$ cat src/rtl/core/prq_pkg.sv
package prq_pkg;

    // Sizing
    localparam int LEVELS = 32;
    localparam int TASKS  = 128;

    localparam int TASK_W = $clog2(TASKS);
    localparam int LINK_W = $clog2(TASKS + 1);
    localparam int LVL_W  = $clog2(LEVELS);

    // Fixed stream field widths
    localparam int FUNC_W      = 3;
    localparam int TASK_REQ_W  = 7;
    localparam int LEVEL_REQ_W = 5;
    localparam int CHOSEN_W    = 7;
    localparam int S_TDATA_W   = 16;
    localparam int M_TDATA_W   = 8;

    typedef logic [TASK_W-1:0] task_idx_t;
    typedef logic [LINK_W-1:0] link_t;
    typedef logic [LVL_W-1:0]  lvl_idx_t;

    localparam link_t NIL_LINK = LINK_W'(TASKS);

    // Task status codes
    localparam logic [1:0] ST_BLOCKED = 2'd0;
    localparam logic [1:0] ST_READY   = 2'd1;
    localparam logic [1:0] ST_DEAD    = 2'd2;

    typedef enum logic [FUNC_W-1:0] {
        FN_INSERT = 3'd0,
        FN_MOVE   = 3'd1,
        FN_REMOVE = 3'd2,
        FN_SCHED  = 3'd3,
        FN_SET    = 3'd4
    } func_t;

    typedef enum logic [3:0] {
        S_IDLE,
        S_RD,
        S_MVCHK,
        S_WP,
        S_WN,
        S_WSELF,
        S_WTL,
        S_SCLV,
        S_SCTK,
        S_DONE
    } state_t;

    // One task descriptor word
    typedef struct packed {
        logic       linked;
        logic [1:0] status;
        lvl_idx_t   lvl;
        link_t      prev;
        link_t      next;
    } task_ent_t;

    // One priority level word
    typedef struct packed {
        link_t head;
        link_t tail;
    } level_ent_t;

    localparam int TENT_W = $bits(task_ent_t);
    localparam int LENT_W = $bits(level_ent_t);

    localparam task_ent_t TASK_RST  = '{linked: 1'b0, status: ST_BLOCKED, default: '0};
    localparam task_ent_t MASK_ALL  = '1;
    localparam task_ent_t MASK_ST   = '{linked: 1'b1, status: 2'b11, default: '0};
    localparam task_ent_t MASK_NEXT = '{next: '1, default: '0};
    localparam task_ent_t MASK_PREV = '{prev: '1, default: '0};

    localparam level_ent_t LEVEL_RST = '{head: NIL_LINK, tail: NIL_LINK};

    typedef struct packed {
        logic      we;
        task_idx_t addr;
        task_ent_t data;
        task_ent_t mask;
    } task_wr_t;

    typedef struct packed {
        logic      re;
        task_idx_t addr;
    } task_rd_t;

    typedef struct packed {
        logic       we;
        lvl_idx_t   addr;
        level_ent_t data;
        level_ent_t mask;
    } lvl_wr_t;

    typedef struct packed {
        logic     re;
        lvl_idx_t addr;
    } lvl_rd_t;

    function automatic logic is_nil(link_t l);
        return l >= NIL_LINK;
    endfunction

endpackage

$ cat src/rtl/core/prq_ram.sv
module prq_ram #(
    parameter int WIDTH = 8,
    parameter int DEPTH = 16
) (
    input  logic                     aclk,
    input  logic                     we,
    input  logic [$clog2(DEPTH)-1:0] waddr,
    input  logic [WIDTH-1:0]         wdata,
    input  logic [WIDTH-1:0]         wmask,
    input  logic                     re,
    input  logic [$clog2(DEPTH)-1:0] raddr,
    output logic [WIDTH-1:0]         rdata
);

    logic [WIDTH-1:0] mem [DEPTH];
    logic [WIDTH-1:0] rdata_reg;

    // Bit-masked write, registered read
    always_ff @(posedge aclk) begin
        if (we) begin
            mem[waddr] <= (mem[waddr] & ~wmask) | (wdata & wmask);
        end
        if (re) begin
            rdata_reg <= mem[raddr];
        end
    end

    assign rdata = rdata_reg;

endmodule

$ cat src/rtl/core/prq_level_mem.sv
module prq_level_mem (
    input  logic                aclk,
    input  logic                aresetn,
    input  prq_pkg::lvl_wr_t    wr_req,
    input  prq_pkg::lvl_rd_t    rd_req,
    output prq_pkg::level_ent_t rd_ent
);
    import prq_pkg::*;

    logic [LEVELS-1:0] vld_reg;
    logic              rd_vld_reg;
    logic [LENT_W-1:0] ram_rdata;

    prq_ram #(
        .WIDTH(LENT_W),
        .DEPTH(LEVELS)
    ) u_ram (
        .aclk (aclk),
        .we   (wr_req.we),
        .waddr(wr_req.addr),
        .wdata(wr_req.data),
        .wmask(wr_req.mask),
        .re   (rd_req.re),
        .raddr(rd_req.addr),
        .rdata(ram_rdata)
    );

    // A level that was never written reads as an empty list
    always_ff @(posedge aclk) begin
        if (!aresetn) begin
            vld_reg    <= '0;
            rd_vld_reg <= 1'b0;
        end else begin
            if (wr_req.we) begin
                vld_reg[wr_req.addr] <= 1'b1;
            end
            if (rd_req.re) begin
                rd_vld_reg <= vld_reg[rd_req.addr];
            end
        end
    end

    assign rd_ent = rd_vld_reg ? level_ent_t'(ram_rdata) : LEVEL_RST;

endmodule

$ cat config.mk
export PLATFORM = sky130hd
export DESIGN_NAME = prq_level_mem
export DESIGN_NICKNAME = d
export VERILOG_FILES = /design/src/rtl/core/prq_pkg.sv /design/src/rtl/core/prq_ram.sv /design/src/rtl/core/prq_level_mem.sv
export SDC_FILE = /design/constraint.sdc
export NUM_CORES = 1
export LEC_CHECK = 0
export BUFFER_PORTS_ARGS = -buffer_cell sky130_fd_sc_hd__buf_2
export CORE_MARGIN = 8
export CORE_UTILIZATION = 25
export DETAILED_ROUTE_END_ITERATION = 16
export MAX_ROUTING_LAYER = met4
export PLACE_DENSITY = 0.41
export SLEW_MARGIN = 20
export SYNTH_ARGS = -nofsm -noshare
export SYNTH_HDL_FRONTEND = slang
export SYNTH_HIERARCHICAL = 1
export SYNTH_SLANG_ARGS = --single-unit
$ cat constraint.sdc
create_clock -name aclk -period 2.55 [get_ports aclk]
set_clock_uncertainty 0.15 [all_clocks]
set_input_delay 0 -clock aclk [delete_from_list [all_inputs] [get_ports aclk]]
set_output_delay 0 -clock aclk [all_outputs]
set_load 0.005 [all_outputs]
==> impl_metrics.ini <==
[power]
switchingPower_uw = 5120
combPwrFrac_pct = 10.1
clkPwrFrac_pct = 41.7
power.internal_uw = 16400
power_frac_seq_pct = 48.2
p_leak_uw = 0.0107
p_per_area_nw_per_um2 = 667
ir_drop_mv = 0.481
swShare_pct = 23.7

[final_layout]
drive_above_1_share_pct = 37.2
area_delta_synth_final_pct = 24.8
multiInputGateArea_um2 = 8940
n_fill_cell = 10100
antennaDiodeCount = 0
final_cell_area_um2 = 32300
largest_reg_flops = 512
postLayoutCoreUtil_pct = 31.3
final_common_cell = edfxtp_1
nNetsFinal = 1721
seq_area_um2 = 16500
final_cell_mix = edfxtp_1 (528), mux4_2 (225), mux2i_1 (144)

[placed_design]
gp_congestion = 0.814
portBuffers = 61
hpwl_mm = 65.2
placed_area_um2 = 29900

[global_route]
grt_pass1_vias = 16200
grt_use_total_pct = 17.3
antenna_found_initial = 2
grt_overflow = 0
grt_max_degree = 37
grt_pass1_wl_mm = 133

[setup_path]
crit_end = u_ram/mem[10][12]
cp-end-kind = flop
cp_cell_sequence = dlygate4sd3_1 > buf_2 > buf_4 > nand4bb_1 > buf_12 > o22ai_1 > a211oi_1 > nand4_1 > mux2_2
cp_data_arrival_time_ps = 2630
cpPeakStageDelay_ps = 540
cp-start-kind = primary input
r2r_end = u_ram/mem[10][12]
r2r_slack_ps = 140
cpMaxStageDelayCell = dlygate4sd3_1
criticalPathCategory = in -> reg
crit_required_ps = 2720
r2r_cells = 4
path_max_fanout = 32
r2r_start = u_ram/mem[27][12]
crit_start = wr_req[35]

[timing]
period_share_pct = 96.6
timing.fmax_mhz = 406
relSlewSlack_pct = 38.3
grt_setup_unrepaired = no
setup_viol = 0
final_max_slew_viol_count = 0
fin_crit_ps = 2460
timing_hold_violations_final = 0
tightest_slew_ps = 926

[clocking]
path_clk_slew_ps = 60
cts_setup_buffers = 0
cts_resized = 0
cts_buffers = 61
clock_sinks = 561
cts_tree = yes
htreeDepth = 2
clockRootBuffer = clkbuf_16
clk_path_buf_depth = 3
worstSkewPairLatency_ps = 650

[synthesis]
yosysTopAreaCellShare_pct = 61.3
synth-edff-count = 528
ys_ff_latch = 561
ys.flop_type = edfxtp_1
synth_cell_types = 49
syn_nets = 1446
synth_area_leaders = edfxtp_1 (61%), mux4_2 (20%), mux2i_1 (5.6%)
postSynthAreaPerCell_um2 = 18.5
synth_top_area_cell = edfxtp_1
synth_cells = 1400
async_reset_ff_share_pct = 0
yosysWarnings = 6
ys_seq_area_share_pct = 63.8
netlist_area_um2 = 25900

[floorplan]
die_area_um2 = 114000
row_count = 118
die_width_um = 338
ios = 62
fp.coreArea_um2 = 103000
initial_core_util_pct = 25.1
die-height_um = 338

[worst_hold_path]
hold_class = in -> reg

[drt]
drc = 0
drt_iter0_markers = 1639
vias = 15700
viasPerCell = 5.05
wl_mm = 96.8
wl_per_cell_um = 31.2
drt_pass1_iterations = 7
ant_nets = 0

[run]
drv_cap = 0

[status]
status = complete, no violations
cells by family after synthesis:
logic type	Yosys count	synth area share, %
simple gates	181	3.70
flops	561	63.8
buf+inv	109	2.28
compound gates	175	4.82
mux	374	25.4
Yosys cell counts, types with 8 or more instances:
| master | instances |
|---|---|
| o21a_1 | 32 |
| buf_1 | 10 |
| and2_1 | 17 |
| a21oi_1 | 19 |
| buf_6 | 11 |
| mux2i_1 | 144 |
| dfxtp_1 | 33 |
| clkbuf_1 | 25 |
| buf_2 | 41 |
| mux4_2 | 225 |
| nor2_1 | 61 |
| inv_1 | 12 |
| nand2_1 | 20 |
| a32oi_1 | 11 |
| a211oi_1 | 12 |
| o22ai_1 | 39 |
| edfxtp_1 | 528 |
| a22oi_1 | 41 |
| buf_4 | 8 |
| nand4_1 | 8 |
| nor2b_1 | 20 |
| nand3_1 | 10 |
power groups by stage:
stage | Sequential [uW] | Clock [uW] | Combinational [uW]
floorplan | 10600 | 0 | 1130
detailed placement | 10600 | 0 | 2140
global route | 10400 | 9500 | 2300
CTS | 10400 | 9200 | 2200
finish | 10400 | 8980 | 2180
global placement | 10600 | 0 | 2130
metal layers:
layer  vias up  part of all wire [%]  track usage, %
met5         -                     0               -
met4         0                   2.4            4.21
met3       135                   6.1            3.11
met2       531                    49            28.1
met1      8527                    43            22.4
li1       6493                     -               -
through the flow:
stage	setup WS (ps)	hold slack, ps	total power (uW)	setup TNS (ps)	std cells
after floorplan	184	-49.8	11700	0	1400
after global placement	-94.5	298	12700	-3000	2948
after detailed placement	-5.69	286	12700	-157	2948
after CTS	119	2.27	21800	0	3104
after global routing	21.7	58.1	22200	0	3104
final	85.5	51.5	21500	0	3104
how the worst min path moves through the flow:
stage,startpoint,end,slack (ps),cells after the start
CTS,wr_req[12],u_ram/mem[27][12],2,2
global route,wr_req[12],u_ram/mem[27][12],60,2
floorplan,rd_req[5],rd_vld_reg,-50,1
finish,wr_req[12],u_ram/mem[26][12],50,2
global placement,vld_reg[28],vld_reg[28],300,1
detailed placement,rd_req[4],rd_vld_reg,290,3
area by class of cell:
type / instances / share of cell area (%)
Clock buffer: 67 / 4.86
Inverter: 13 / 0.151
Clock inverter: 45 / 1.36
Tap cell: 1380 / 5.34
Sequential cell: 561 / 51.1
Multi-Input combinational cell: 730 / 27.7
Timing Repair Buffer: 308 / 9.50
critical path: cells and delay by family:
kind                   cells  cell delay (ps)
AOI/OAI and AO/OA          2              430
buffers and inverters      4             1260
and+or+nand+nor            2              420
muxes                      1              520
repair_timing:
action | in CTS | in global routing
endpoints found under the hold margin | 557 | 0
setup endpoints to repair | 0 | 0
hold buffers | 44 | 0
Power figures use the tool's default switching activity.
